**src/hdl/gck_pkg.sv**
```systemverilog
// ---------------------------------------------------------------------------
// gck_pkg: shared types and constants for the gated Kalman tracker
// Command codes, controller states and configuration register indexes.
// ---------------------------------------------------------------------------
package gck_pkg;

  localparam int CFG_W     = 31;
  localparam int IDX_W     = 3;
  localparam int Q_W       = 32;
  localparam int MEAS_W    = 27;
  localparam int DT_W      = 24;
  localparam int DIV_STEPS = 58;
  localparam int DIV_CNT_W = 6;

  localparam logic [IDX_W-1:0] REG_INIT_ANGLE = 3'd0;
  localparam logic [IDX_W-1:0] REG_INIT_RATE  = 3'd1;
  localparam logic [IDX_W-1:0] REG_ACCEL_Q    = 3'd2;
  localparam logic [IDX_W-1:0] REG_GATE       = 3'd3;
  localparam logic [IDX_W-1:0] REG_MEAS_VAR   = 3'd4;

  localparam logic [CFG_W-1:0] RST_INIT_ANGLE = 31'd838861;
  localparam logic [CFG_W-1:0] RST_INIT_RATE  = 31'd16777216;
  localparam logic [CFG_W-1:0] RST_ACCEL_Q    = 31'd0;
  localparam logic [CFG_W-1:0] RST_GATE       = 31'd50331648;
  localparam logic [CFG_W-1:0] RST_MEAS_VAR   = 31'd41943;

  typedef enum logic [1:0] {
    KIND_MEASURE = 2'd0,
    KIND_PREDICT = 2'd1,
    KIND_CLEAR   = 2'd2,
    KIND_NONE    = 2'd3
  } kind_t;

  // datapath micro-ops, one per controller step
  typedef enum logic [4:0] {
    OP_NOP, OP_LOAD, OP_SEED, OP_CLEAR,
    OP_P_DT2, OP_P_DT3, OP_P_Q00, OP_P_Q01, OP_P_Q11, OP_P_DIV3,
    OP_P_ANG, OP_P_A1, OP_P_A2, OP_P_C1, OP_P_COMMIT,
    OP_M_S, OP_M_GATE, OP_M_DIVKA, OP_M_DIVKR,
    OP_M_U1, OP_M_U2, OP_M_U3, OP_M_U4, OP_M_U5, OP_M_U6,
    OP_M_U7, OP_M_U8, OP_M_U9, OP_M_COMMIT
  } op_t;

  typedef enum logic [5:0] {
    ST_IDLE, ST_LOAD, ST_DT2, ST_DT3, ST_Q00, ST_Q01, ST_Q11, ST_DIV3,
    ST_ANG, ST_A1, ST_A2, ST_C1, ST_PCOMMIT,
    ST_S, ST_GATE, ST_DIVKA, ST_DIVKAW, ST_DIVKR, ST_DIVKRW,
    ST_U1, ST_U2, ST_U3, ST_U4, ST_U5, ST_U6, ST_U7, ST_U8, ST_U9, ST_MCOMMIT,
    ST_OUT
  } state_t;

  typedef struct packed {
    op_t  op;
    logic out_load;
  } cmd_t;

  typedef struct packed {
    logic have_track;
    logic div_busy;
    logic q_zero;
    logic reject;
  } stat_t;

  function automatic logic signed [63:0] sat32(input logic signed [63:0] v);
    if (v > 64'sd2147483647) sat32 = 64'sd2147483647;
    else if (v < -64'sd2147483648) sat32 = -64'sd2147483648;
    else sat32 = v;
  endfunction

  // product of two saturated operands, floor >> 24, saturated
  function automatic logic signed [63:0] qmul(input logic signed [63:0] a,
                                              input logic signed [63:0] b);
    logic signed [31:0] sa, sb;
    logic signed [63:0] p;
    sa = 32'(sat32(a));
    sb = 32'(sat32(b));
    p = 64'(sa) * 64'(sb);
    qmul = sat32(p >>> 24);
  endfunction

endpackage

```
**src/hdl/gck_ctrl.sv**
```systemverilog
// ---------------------------------------------------------------------------
// gck_ctrl: sequencer for the tracker
// Walks propagate, gate, gain and covariance steps and owns the handshake.
// ---------------------------------------------------------------------------
module gck_ctrl (
  input  logic           clk,
  input  logic           rst_n,
  input  logic           in_valid,
  output logic           in_ready,
  input  logic [1:0]     in_kind,
  output logic           out_valid,
  input  logic           out_ready,
  output gck_pkg::cmd_t  cmd,
  input  gck_pkg::stat_t stat
);
  import gck_pkg::*;

  state_t state_r, state_nxt;
  logic [1:0] kind_r, kind_nxt;
  logic ov_r, ov_nxt;

  always_ff @(posedge clk) begin
    if (!rst_n) begin
      state_r <= ST_IDLE;
      ov_r    <= 1'b0;
    end else begin
      state_r <= state_nxt;
      ov_r    <= ov_nxt;
    end
    kind_r <= kind_nxt;
  end

  assign in_ready  = (state_r == ST_IDLE);
  assign out_valid = ov_r;

  always_comb begin
    state_nxt = state_r;
    kind_nxt  = kind_r;
    ov_nxt    = ov_r && !out_ready;
    cmd.op = OP_NOP;
    cmd.out_load = 1'b0;
    case (state_r)
      ST_IDLE: if (in_valid) begin
        kind_nxt = in_kind;
        state_nxt = ST_LOAD;
      end
      ST_LOAD: begin
        cmd.op = OP_LOAD;
        case (kind_t'(kind_r))
          KIND_CLEAR: begin
            cmd.op = OP_CLEAR; state_nxt = ST_OUT;
          end
          KIND_MEASURE: state_nxt = stat.have_track ? ST_DT2 : ST_S;
          KIND_PREDICT: state_nxt = stat.have_track ? ST_DT2 : ST_OUT;
          default: state_nxt = ST_OUT;
        endcase
      end
      ST_DT2: begin cmd.op = OP_P_DT2; state_nxt = stat.q_zero ? ST_ANG : ST_DT3; end
      ST_DT3: begin cmd.op = OP_P_DT3; state_nxt = ST_Q00; end
      ST_Q00: begin cmd.op = OP_P_Q00; state_nxt = ST_Q01; end
      ST_Q01: begin cmd.op = OP_P_Q01; state_nxt = ST_Q11; end
      ST_Q11: begin cmd.op = OP_P_Q11; state_nxt = ST_DIV3; end
      ST_DIV3: begin cmd.op = OP_P_DIV3; state_nxt = ST_ANG; end
      ST_ANG: begin cmd.op = OP_P_ANG; state_nxt = ST_A1; end
      ST_A1: begin cmd.op = OP_P_A1; state_nxt = ST_A2; end
      ST_A2: begin cmd.op = OP_P_A2; state_nxt = ST_C1; end
      ST_C1: begin cmd.op = OP_P_C1; state_nxt = ST_PCOMMIT; end
      ST_PCOMMIT: begin
        cmd.op = OP_P_COMMIT;
        state_nxt = (kind_t'(kind_r) == KIND_MEASURE) ? ST_S : ST_OUT;
      end
      ST_S: begin
        cmd.op = stat.have_track ? OP_M_S : OP_SEED;
        state_nxt = stat.have_track ? ST_GATE : ST_OUT;
      end
      ST_GATE: begin cmd.op = OP_M_GATE; state_nxt = ST_DIVKA; end
      ST_DIVKA: begin
        if (stat.reject) begin
          cmd.op = OP_SEED; state_nxt = ST_OUT;
        end else begin
          cmd.op = OP_M_DIVKA; state_nxt = ST_DIVKAW;
        end
      end
      ST_DIVKAW: if (!stat.div_busy) state_nxt = ST_DIVKR;
      ST_DIVKR: begin cmd.op = OP_M_DIVKR; state_nxt = ST_DIVKRW; end
      ST_DIVKRW: if (!stat.div_busy) state_nxt = ST_U1;
      ST_U1: begin cmd.op = OP_M_U1; state_nxt = ST_U2; end
      ST_U2: begin cmd.op = OP_M_U2; state_nxt = ST_U3; end
      ST_U3: begin cmd.op = OP_M_U3; state_nxt = ST_U4; end
      ST_U4: begin cmd.op = OP_M_U4; state_nxt = ST_U5; end
      ST_U5: begin cmd.op = OP_M_U5; state_nxt = ST_U6; end
      ST_U6: begin cmd.op = OP_M_U6; state_nxt = ST_U7; end
      ST_U7: begin cmd.op = OP_M_U7; state_nxt = ST_U8; end
      ST_U8: begin cmd.op = OP_M_U8; state_nxt = ST_U9; end
      ST_U9: begin cmd.op = OP_M_U9; state_nxt = ST_MCOMMIT; end
      ST_MCOMMIT: begin cmd.op = OP_M_COMMIT; state_nxt = ST_OUT; end
      ST_OUT: if (!ov_r || out_ready) begin
        cmd.out_load = 1'b1; ov_nxt = 1'b1; state_nxt = ST_IDLE;
      end
      default: state_nxt = ST_IDLE;
    endcase
  end
endmodule

```
**config.mk**
```make
export PLATFORM = sky130hd
export DESIGN_NAME = gck_ctrl
export DESIGN_NICKNAME = d
export VERILOG_FILES = /design/src/hdl/gck_pkg.sv /design/src/hdl/gck_ctrl.sv
export SDC_FILE = /design/constraint.sdc
export NUM_CORES = 1
export LEC_CHECK = 0
export BUFFER_PORTS_ARGS = -buffer_cell sky130_fd_sc_hd__buf_2
export CORE_MARGIN = 2
export CORE_UTILIZATION = 40
export CTS_BUF_LIST = sky130_fd_sc_hd__clkbuf_16
export CTS_CLUSTER_SIZE = 30
export DETAILED_ROUTE_END_ITERATION = 8
export SETUP_SLACK_MARGIN = 0.1
export SYNTH_ARGS = -nofsm -noshare
export SYNTH_HDL_FRONTEND = slang
export SYNTH_SLANG_ARGS = --single-unit
```
**constraint.sdc**
```tcl
create_clock -name clk -period 1.7 [get_ports clk]
set_clock_uncertainty 0.15 [all_clocks]
set_input_delay 0.255 -clock clk [delete_from_list [all_inputs] [get_ports clk]]
set_output_delay 0.255 -clock clk [all_outputs]
set_load 0.05 [all_outputs]
```
; ---- Word level (Yosys, flattened, before mapping)
; Cells that the tools add are included.
[word_totals]
ram_bits = 0
memories = 0
rom_bits = 0
reg_bits = 9
inputBits = 10
latchBits = 0
word_cells = 66
[classes]
div_mod_pow = 0
eq_ne = 35
n_shift = 0
n_mul = 0
bitwise_logic = 0
reduce_logical = 8
muxes = 20
magnitude_cmp = 0
n_addsub = 0
[ops]
columns = op, n
row1 = $pmux 6 s30, 1
row2 = $pmux 5 s26, 1
row3 = $eq 6x5->1 const B, 14
row4 = $eq 6x4->1 const B, 8
row5 = $eq 6x3->1 const B, 4
row6 = $mux 6, 4
row7 = $mux 5, 4
row8 = $mux 4, 4
row9 = $eq 6x2->1 const B, 2
row10 = $pmux 5 s2, 1
row11 = $ne 2x2->1 const B, 4
row12 = $eq 6x1->1 const B, 1
row13 = $logic_not 6->1, 1
row14 = $mux 1, 4
row15 = $reduce_and 4->1, 1
row16 = $eq 2x1->1 const B, 1
row17 = $eq 2x2->1 const B, 1
row18 = $logic_not 1->1, 2
row19 = $logic_not 2->1, 1
row20 = $mux 2, 1
row21 = $reduce_and 2->1, 1
row22 = $logic_and 1x1->1, 1
row23 = $logic_or 1x1->1, 1

; ---- Longest topological paths before layout
; Gate-level depths: netlist (run 1).
[logic_depth]
word_depth = 4
mapped_depth = 6

; ---- Worst setup path before layout (run 1)
; No wires, ideal clock.
[synth_path]
path_type = reg2out
startpoint = reg state_r[3]
endpoint = out cmd[4] in the netlist's numbering
path_stages_with_launch = 4
slack_ns = -0.546
arrival_time_ns = 1.841
path_cell_list = dfxtp_1 buf_6 or2b_1 o21ai_0
[synth_lines]
columns = item, line
row1 = from (decl), gck_ctrl.sv:18  ; state_t state_r, state_nxt;
row2 = from (signal assigned), gck_ctrl.sv:27  ; state_r <= state_nxt;
row3 = to (decl), gck_ctrl.sv:13  ; output gck_pkg::cmd_t cmd,

==> impl_metrics.ini, run 1 <==
[logic_synthesis]
synth_edf_count = 2
async_flop_share_pct = 0
syn_area_per_cell_um2 = 8.13
ys_top_cells_by_area = dfxtp_1 13%, buf_6 7.5%, edfxtp_1 6.7%
synth-seq-area-share_pct = 20.0
synth_top_cell_by_area = dfxtp_1
syn_inst = 111
syn_nets = 121
yosysTopAreaCellShare_pct = 13.3
syn_area_um2 = 902
yosys_most_used_dff = dfxtp_1
yosys_register_bits = 8
yosysUniqueCellTypes = 48
ys_warn_count = 0

[timing]
hold_viol_final = 0
max_freq_ghz = 0.549
fin_crit_sh_pct = 107
tightest_slew_ps = 276
setup_ws_ps = -121
tns_ps = -382
relSlewSlack_pct = 81.5
rsz0062_at_grt = yes
min_period_ps = 1820
setup_viol = 5
slew_violations = 0

[run_status]
violations = setup timing
status = complete, but fails checks

[layout]
areaGrowthSynthToFinish_pct = 65.9
drive_gt1_share_pct = 57.0
fin_area_mm2 = 0.00150
n_fill_cell = 168
nets = 169
fin_cells = 186
n_antenna_cell = 0

[worst_setup_path]
r2r_start = state_r[3]$_SDFFE_PN0P_
reg2reg_to = state_r[4]$_SDFFE_PN0P_
cp_cell_sequence = buf_6 -> and3b_2 -> a22oi_2 -> o211ai_1 -> buf_4
crit_path_max_incr_delay_ps = 390
r2r_slack_ps = 80
critPathMaxFanout = 6
required_ps = 1290
crit_path_start_kind = flop
cpMaxStageDelayCell = dfxtp_4
path_buf_inv = 2
crit_family = flip-flops
rr_worst_depth = 6
path_class = reg -> out
crit_path_end_kind = primary output
arrival_ps = 1420

[routing]
wl_per_cell_um = 16.7
num_vias = 1122
firstDrtPassIters = 4
wirelength_um = 3110
via_per_inst = 6.03
ant_nets = 0
drt_iter0_drc = 34
route.detailed.drc = 0

[clock_network]
clock-sinks = 8
cts_tree = yes
clk-insertion-delay-late_ps = 230
cts-hold-fix-buffers = 0
cts.path.max_buffers = 2
htree_num_levels = 1
cts_buffers = 3
clk_pin_slew_ps = 40
root_buffer = clkbuf_16

[power]
vdd_drop_max_uv = 1490
powerDensity_mw_per_mm2 = 2160
power_uw = 3230
p_leak_uw = 0.000633

[placement]
dp_cells = 165
port_buffers = 17
gp_congestion = 0.882
hpwl_um = 1770
place_area_mm2 = 0.00108

[global_route]
grt_pass1_vias = 1027
antenna_found_initial = 0
grt_max_degree = 14
grt_usage_pct = 24.1
grt_pass1_wl_um = 4730
gr-total-overflow = 0

[floorplanning]
dieArea_mm2 = 0.00265
io_pins = 18
fp.dieW_um = 51.5
core.rowCount = 17
dieHeight_um = 51.5
initial_utilization_pct = 41.6
core_mm2 = 0.00217

[hold_path]
min_from = in_kind[1]
hold_end = kind_r[1]$_DFFE_PP_
min_path_type = in -> reg
min_path_cells = 1

[flow_run]
cap_violations = 0
## worst max-delay path by stage
stage | slack, ps | start | end | cells past startpoint
floorplan | -230 | state_r[2]$_SDFFE_PN0P_ | cmd[2] | 4
global placement | 60 | state_r[3]$_SDFFE_PN0P_ | cmd[2] | 5
detailed placement | 30 | state_r[3]$_SDFFE_PN0P_ | cmd[2] | 5
CTS | -110 | state_r[3]$_SDFFE_PN0P_ | cmd[5] | 5
global route | -160 | state_r[2]$_SDFFE_PN0P_ | cmd[2] | 5
finish | -120 | state_r[3]$_SDFFE_PN0P_ | cmd[2] | 5
## flip-flops by register name, summed over array words and instances, names as in the netlist
| register | count |
|---|---|
| state_r | 5 |
| kind_r | 2 |
| out_valid | 1 |
## kinds of logic (layout without fill, tap and decap cells)
| family | Yosys count | count (layout) | share of synthesized area [%] |
|---|---|---|---|
| AOI/OAI and AO/OA | 43 | 43 | 35.0 |
| DFF | 8 | 8 | 20.0 |
| buffers and inverters | 16 | 63 | 13.3 |
| and+or+nand+nor | 44 | 44 | 31.8 |
## cell usage in the layout, fill, tap and decap left out, types with 2 or more instances in the layout
cell / count
buf_4: 27
nand2b_4: 3
o21ai_0: 5
nand2b_1: 4
o21ai_2: 4
nor2b_1: 2
buf_8: 2
a21oi_1: 5
or2b_1: 2
o211ai_1: 2
buf_6: 14
a32oi_1: 2
nand4_1: 3
clkbuf_16: 3
and3b_1: 2
nand2_1: 4
dfxtp_4: 4
nand3_1: 3
inv_1: 6
o21a_1: 4
and2b_2: 2
o21ai_1: 4
buf_2: 10
edfxtp_1: 2
a21oi_2: 2
nor2_1: 5
## synthesized netlist by cell type, drive strengths merged, types with 3 or more instances
master	n
o21ai	13
buf	8
a21oi	7
nand2b	7
nor2	7
dfxtp	6
inv	6
nand2	5
o21a	4
and3	3
and3b	3
nand3	3
nand4	3
nor2b	3
o211ai	3
## final cells by class
cell class              instances  area, µm²  area share [%]
well taps                      28       35.0            2.34
repair buffers                 53        440            29.4
inverters                       6       25.0            1.67
clock buffers                   3       75.1            5.02
clock inverters                 1       3.75           0.251
flip-flops and latches          8        196            13.1
multi-input cells              87        721            48.2
## per-stage QoR
step | setup slack (ps) | hold WS, ps | util, %
floorplan | -231 | 204 | -
detailed placement | 27.0 | 284 | 49.9
global route | -163 | 46.2 | 69.0
CTS | -115 | 46.9 | 64.5
global placement | 55.9 | 281 | 49.9
finish | -121 | 44.7 | 69.0
## worst register-to-register path, stage by stage, from the launching register on
cell and delay [ps]:
dfxtp_4 370, buf_6 130, and3b_2 210, buf_4 130
a32oi_1 180, o21ai_1 100, a22o_1 240
## layer usage
metal | global-route usage (%) | up-vias | wire length, µm
met4 | 8.77 | 0 | 114
met1 | 29.3 | 535 | 1260
met3 | 6.32 | 18 | 193
li1 | - | 514 | -
met2 | 40.6 | 55 | 1540
met5 | 0 | - | 0
## timing repair
action,4_1_cts,5_1_grt
pin swaps,10,4
setup buffers,13,4
endpoints found under the setup margin,9,12
resized for setup,42,13
## power breakdown
part	switching [µW]	internal [µW]
sequential	140	295
clock	94.6	306
combinational	1260	1130
(Power assumes the default switching activity.)
==> inputs of run 2 (changes only) <==
--- a/config.mk
+++ b/config.mk
@@ -11,7 +11,9 @@
 export CTS_BUF_LIST = sky130_fd_sc_hd__clkbuf_16
 export CTS_CLUSTER_SIZE = 30
 export DETAILED_ROUTE_END_ITERATION = 8
+export PLACE_DENSITY = 0.62
 export SETUP_SLACK_MARGIN = 0.1
 export SYNTH_ARGS = -nofsm -noshare
 export SYNTH_HDL_FRONTEND = slang
 export SYNTH_SLANG_ARGS = --single-unit
+export TNS_END_PERCENT = 20
==> constraint.sdc (replaced) <==
create_clock -name clk -period 2.2 [get_ports clk]
set_clock_uncertainty 0.15 [all_clocks]
set_input_delay 0.33 -clock clk [delete_from_list [all_inputs] [get_ports clk]]
set_output_delay 0.33 -clock clk [all_outputs]
set_load 0.05 [all_outputs]
==> run 2 against run 1 <==
The flow now finishes without violations. Via count decreased by 18%. Core utilization shrank 19 points. Global-route usage down 6.4 points. Non-clock buffer count is 28 lower. Critical endpoint unchanged. Sequential share of layout area grew 4.4 points. Clock power down 22%. First-iteration DRC count down 24%.
==> impl_metrics.ini, run 2 (synthesis gave the netlist of run 1 again) <==
[run_status]
status = completed

[power]
vdd_drop_max_uv = 1010
powerDensity_mw_per_mm2 = 1670
p_leak_uw = 0.000449

[worst_setup_path]
endpoint = cmd[2]
arrival_ps = 1530
cp_num_cells = 5
crit_top_cell = buf_4
cp_cell_sequence = buf_4 -> nor4b_1 -> o31ai_1 -> o211ai_1 -> buf_4
path_class = reg -> out
cpMaxStageDelayCell = dfxtp_2
crit_path_start_kind = flop
crit_family = buffers and inverters
reg2reg_to = state_r[4]$_SDFFE_PN0P_
crit_path_end_kind = primary output
setup.worst_path.start = state_r[2]$_SDFFE_PN0P_
crit_path_max_incr_delay_ps = 380
critPathMaxFanout = 12
rr_worst_depth = 5
r2r_slack_ps = 550
path_buf_inv = 2
required_ps = 1720
r2r_start = state_r[3]$_SDFFE_PN0P_

[placement]
gp_congestion = 0.915
hpwl_um = 1660
port_buffers = 17
place_area_um2 = 985

[layout]
largest_reg_flops = 5
area.sequential_um2 = 188
areaGrowthSynthToFinish_pct = 19.0
final_common_cell = buf_2
drive_gt1_share_pct = 31.5
top_register = state_r
n_antenna_cell = 0
fin_area_mm2 = 0.00107
multiInputGateArea_um2 = 602
n_fill_cell = 221
nets = 141
mostFrequentLayoutCells = 16 x buf_2, 9 x buf_4, 7 x nand2b_1, 7 x a21oi_1, 7 x o21ai_0

[routing]
num_vias = 923
drt_iter0_drc = 26
wl_per_cell_um = 13.7
via_per_inst = 5.84
firstDrtPassIters = 4
wirelength_um = 2160
route.detailed.drc = 0
ant_nets = 0

[global_route]
grt_max_degree = 19
grt_pass1_wl_um = 3570
grt_usage_pct = 17.6
grt_pass1_vias = 843
antenna_found_initial = 0
gr-total-overflow = 0

[floorplanning]
core.rowCount = 17
io_pins = 18
initial_utilization_pct = 41.6
fp.dieW_um = 51.5
dieArea_mm2 = 0.00265
core_mm2 = 0.00217
dieHeight_um = 51.5

[timing]
min_period_ps = 2010
rsz0062_at_grt = no
slew_violations = 0
tns_ps = 0
tightest_slew_ps = 278
max_freq_ghz = 0.497
setup_viol = 0
relSlewSlack_pct = 81.2
hold_viol_final = 0
fin_crit_sh_pct = 91.4

[clock_network]
cts_buffers = 3
postCtsSetupRepairBufs = 0
clk-insertion-delay-late_ps = 230
post_cts_resized = 4
cts-hold-fix-buffers = 0
clock-sinks = 8
clk_pin_slew_ps = 40
cts.path.max_buffers = 2
htree_num_levels = 1
cts_tree = yes
root_buffer = clkbuf_16

[hold_path]
min_path_type = in -> reg

[flow_run]
cap_violations = 0
run 2: worst min path at each step:
stage / startpoint / endpoint / cells after the start
after floorplan: in_kind[0] / kind_r[0]$_DFFE_PP_ / 0
after global routing: in_kind[1] / kind_r[1]$_DFFE_PP_ / 1
after detailed placement: in_kind[1] / kind_r[1]$_DFFE_PP_ / 1
after global placement: in_kind[0] / kind_r[0]$_DFFE_PP_ / 1
final: in_kind[1] / kind_r[1]$_DFFE_PP_ / 1
after CTS: in_kind[1] / kind_r[1]$_DFFE_PP_ / 1
run 2: metrics by stage:
stage | total power, µW | cells | utilization [%] | setup WS, ps | hold slack [ps]
6_report | 1790 | 158 | 49.5 | 189 | 120
3_5_place_dp | 1450 | 154 | 45.4 | 259 | 359
4_1_cts | 1790 | 158 | 49.3 | 84.2 | 120
2_1_floorplan | 1280 | 111 | - | -10.8 | 279
3_3_place_gp | 1440 | 154 | 45.4 | 249 | 357
5_1_grt | 1920 | 158 | 49.5 | 100 | 116
run 2: report_power, final:
| group | switching [µW] | total, µW | internal [µW] |
|---|---|---|---|
| logic | 729 | 1150 | 424 |
| registers | 113 | 330 | 217 |
| clock network | 75.5 | 313 | 237 |
run 2: routing by layer:
layer | vias up | GRT usage [%] | wire (µm)
li1 | 460 | - | -
met1 | 424 | 22.0 | 948
met2 | 35 | 30.1 | 1050
met3 | 4 | 2.87 | 130
met4 | 0 | 7.02 | 29
met5 | - | 0 | 0
run 2: cell type report:
cell class / instances / area share, %
clock inverter: 1 / 0.350
inverter: 6 / 2.10
sequential: 8 / 17.5
multi-input combinational: 87 / 56.1
tap: 28 / 3.26
timing repair buffer: 25 / 13.8
clock buffer: 3 / 6.99
==> inputs of run 3 (changes only) <==
--- a/config.mk
+++ b/config.mk
@@ -5,13 +5,14 @@
 export SDC_FILE = /design/constraint.sdc
 export NUM_CORES = 1
 export LEC_CHECK = 0
+export ABC_AREA = 1
 export BUFFER_PORTS_ARGS = -buffer_cell sky130_fd_sc_hd__buf_2
 export CORE_MARGIN = 2
-export CORE_UTILIZATION = 40
+export CORE_UTILIZATION = 57
 export CTS_BUF_LIST = sky130_fd_sc_hd__clkbuf_16
 export CTS_CLUSTER_SIZE = 30
 export DETAILED_ROUTE_END_ITERATION = 8
-export PLACE_DENSITY = 0.62
+export PLACE_DENSITY = 0.83
 export SETUP_SLACK_MARGIN = 0.1
 export SYNTH_ARGS = -nofsm -noshare
 export SYNTH_HDL_FRONTEND = slang
==> run 3 against run 2 <==
Non-clock buffer count did not move. Total power rose by 32%. Register-to-register slack got worse by 160 ps. Combinational power rose by 50%. Synthesized cell count rose by 45%. Critical endpoint is now cmd[5].
==> impl_metrics.ini, run 3 <==
[run_status]
status = completed

[routing]
firstDrtPassIters = 8
drt_iter0_drc = 121
ant_nets = 0
route.detailed.drc = 0
num_vias = 1355
wl_per_cell_um = 18.2
wirelength_um = 3720
via_per_inst = 6.64

[floorplanning]
core.rowCount = 14
initial_utilization_pct = 59.8
core_mm2 = 0.00147
io_pins = 18
dieHeight_um = 43.3
dieArea_mm2 = 0.00187
fp.dieW_um = 43.3

[clock_network]
cts_tree = yes
clk_pin_slew_ps = 40
cts-hold-fix-buffers = 0
htree_num_levels = 1
clock-sinks = 8
root_buffer = clkbuf_16
cts.path.max_buffers = 2
clk-insertion-delay-late_ps = 240
cts_buffers = 3

[global_route]
grt_pass1_vias = 1085
use_met2_pct = 56.1
grt_pass1_wl_um = 4890
grt_use_met3_pct = 6.81
antenna_found_initial = 0
grt_use_met1_pct = 45.5
grt_usage_pct = 35.6
grt_max_degree = 15
gr-total-overflow = 0
top_usage_layer = met2

[power]
netSwitchingPower_uw = 1370
combPwrFrac_pct = 73.0
power_uw = 2370
p_leak_uw = 0.000648
intPower_uw = 996
powerDensity_mw_per_mm2 = 1860
vdd_drop_max_uv = 1110
seq_power_share_pct = 13.9
p_sw_share_pct = 57.9
pwr-share-clk_pct = 13.2

[logic_synthesis]
syn_area_um2 = 880
synth_simple_gate_area_share_pct = 57.9
synth_xor_area_share_pct = 0
syn_area_per_cell_um2 = 5.46
async_flop_share_pct = 0
syn_inst = 161
yosys-top-cells-count = 47 x nand2_1, 27 x nor2_1, 20 x nand3_1
synth_most_common_cell = nand2_1
synthMuxAreaShare_pct = 0
yosys_register_bits = 8
yosysTopAreaCellShare_pct = 20.1
ys_top_cells_by_area = nand2_1 20%, dfxtp_1 14%, nor2_1 12%
synth-seq-area-share_pct = 20.5
synth_adder_area_share_pct = 0
synth_compound_gate_area_share_pct = 10.8
synth_edf_count = 2
yosys_most_used_dff = dfxtp_1
syn_nets = 171
synth_top_family_by_area = simple AND/OR/NAND/NOR gates
synth_top_cell_by_area = nand2_1
ys_warn_count = 0
yosysUniqueCellTypes = 23

[worst_setup_path]
r2r_slack_ps = 390
crit_path_end_kind = primary output
crit_path_start_kind = flop
critPathMaxFanout = 5
rr_worst_depth = 9
r2r_start = state_r[4]$_SDFFE_PN0P_
arrival_ps = 1640
setup.worst_path.start = state_r[2]$_SDFFE_PN0P_
path_class = reg -> out
reg2reg_to = state_r[2]$_SDFFE_PN0P_
required_ps = 1720
endpoint = cmd[5]

[timing]
fin_crit_sh_pct = 96.3
tns_ps = 0
hold_viol_final = 0
setup_viol = 0
rsz0062_at_grt = yes
slew_violations = 0
setup_ws_ps = 81.5
min_period_ps = 2120
relSlewSlack_pct = 77.9
max_freq_ghz = 0.472
tightest_slew_ps = 330

[placement]
gp_congestion = 1.03
hpwl_um = 2140
pre_cts_slack_ps = 90.5
port_buffers = 17

[layout]
areaGrowthSynthToFinish_pct = 44.7
nets = 199
n_antenna_cell = 0
n_fill_cell = 78
largest_reg_flops = 5
mostFrequentLayoutCells = 43 x nand2_1, 19 x nor2_1, 18 x inv_1, 18 x nand3_1, 12 x buf_2
final_common_cell = nand2_1
drive_gt1_share_pct = 32.4
top_register = state_r

[flow_run]
cap_violations = 0

[hold_path]
min_path_type = in -> reg
-- run 3: changes by cell type in the layout (fill, tap and decap cells not counted), sizes merged, moves of 3 or more --
cell,previous run,this run
nand2b,7,0
a21oi,7,10
nand2,5,48
and3b,3,0
o21ai,13,1
o21a,4,0
nor2,7,29
nor2b,3,0
nand3,3,21
and3,3,0
inv,7,23
nor3,1,7
-- run 3: area by class of cell --
cell class	instances	area (µm²)	share of cell area, %
multi-input cells	129	719	56.5
well taps	16	20.0	1.57
inverters	22	92.6	7.28
clock buffers	3	75.1	5.90
clock inverters	1	3.75	0.295
flip-flops and latches	8	193	15.1
repair buffers	25	169	13.3
-- run 3: power groups by stage --
stage | Sequential, µW | Combinational, µW | Clock [µW]
after floorplan | 267 | 1010 | 0
after global placement | 275 | 1330 | 0
after detailed placement | 280 | 1320 | 0
after CTS | 286 | 1400 | 312
after global routing | 336 | 1800 | 321
final | 329 | 1730 | 311
-- run 3: worst min path at each step --
stage / startpoint / endpoint / slack (ps) / cells after the start
after floorplan: rst_n / state_r[2]$_SDFFE_PN0P_ / 280 / 2
after global placement: out_valid$_SDFF_PN0_ / out_valid$_SDFF_PN0_ / 330 / 2
after detailed placement: out_valid$_SDFF_PN0_ / out_valid$_SDFF_PN0_ / 350 / 2
after CTS: in_kind[0] / kind_r[0]$_DFFE_PP_ / 120 / 1
after global routing: in_kind[0] / kind_r[0]$_DFFE_PP_ / 120 / 1
final: in_kind[0] / kind_r[0]$_DFFE_PP_ / 120 / 1
-- run 3: cell families (layout without fill, tap and decap cells) --
| logic type | count (synthesis) | after routing |
|---|---|---|
| AO/OA/AOI/OAI | 16 | 16 |
| AND/OR/NAND/NOR | 113 | 113 |
| buffers and inverters | 24 | 51 |
| flip-flops | 8 | 8 |
-- run 3: metrics by stage --
stage	util (%)	hold slack, ps	cell area [µm²]	instances
after global placement	68.3	326	1000	196
after global routing	86.5	119	1270	204
final	86.5	121	1270	204
after CTS	75.9	121	1120	200
after detailed placement	68.3	345	1000	196
after floorplan	-	278	882	161
-- run 3: what timing repair did --
item | in CTS | in global routing
setup endpoints to repair | 6 | 5
gates cloned | 0 | 0
gates resized for setup | 11 | 36
pin swaps | 0 | 3
buffers inserted | 0 | 4
-- run 3: routing by layer --
metal	share of wire, %	vias up
li1	-	590
met4	9.1	0
met2	42	154
met3	14	54
met1	35	557
met5	0	-
-- run 3: worst max-delay path: stages, from the launching register on --
cell	delay, ps
dfxtp_2	430
nand2_1	100
nor2_1	200
nand2_1	100
nor2_2	150
nor2_1	100
o211ai_1	100
buf_4	220
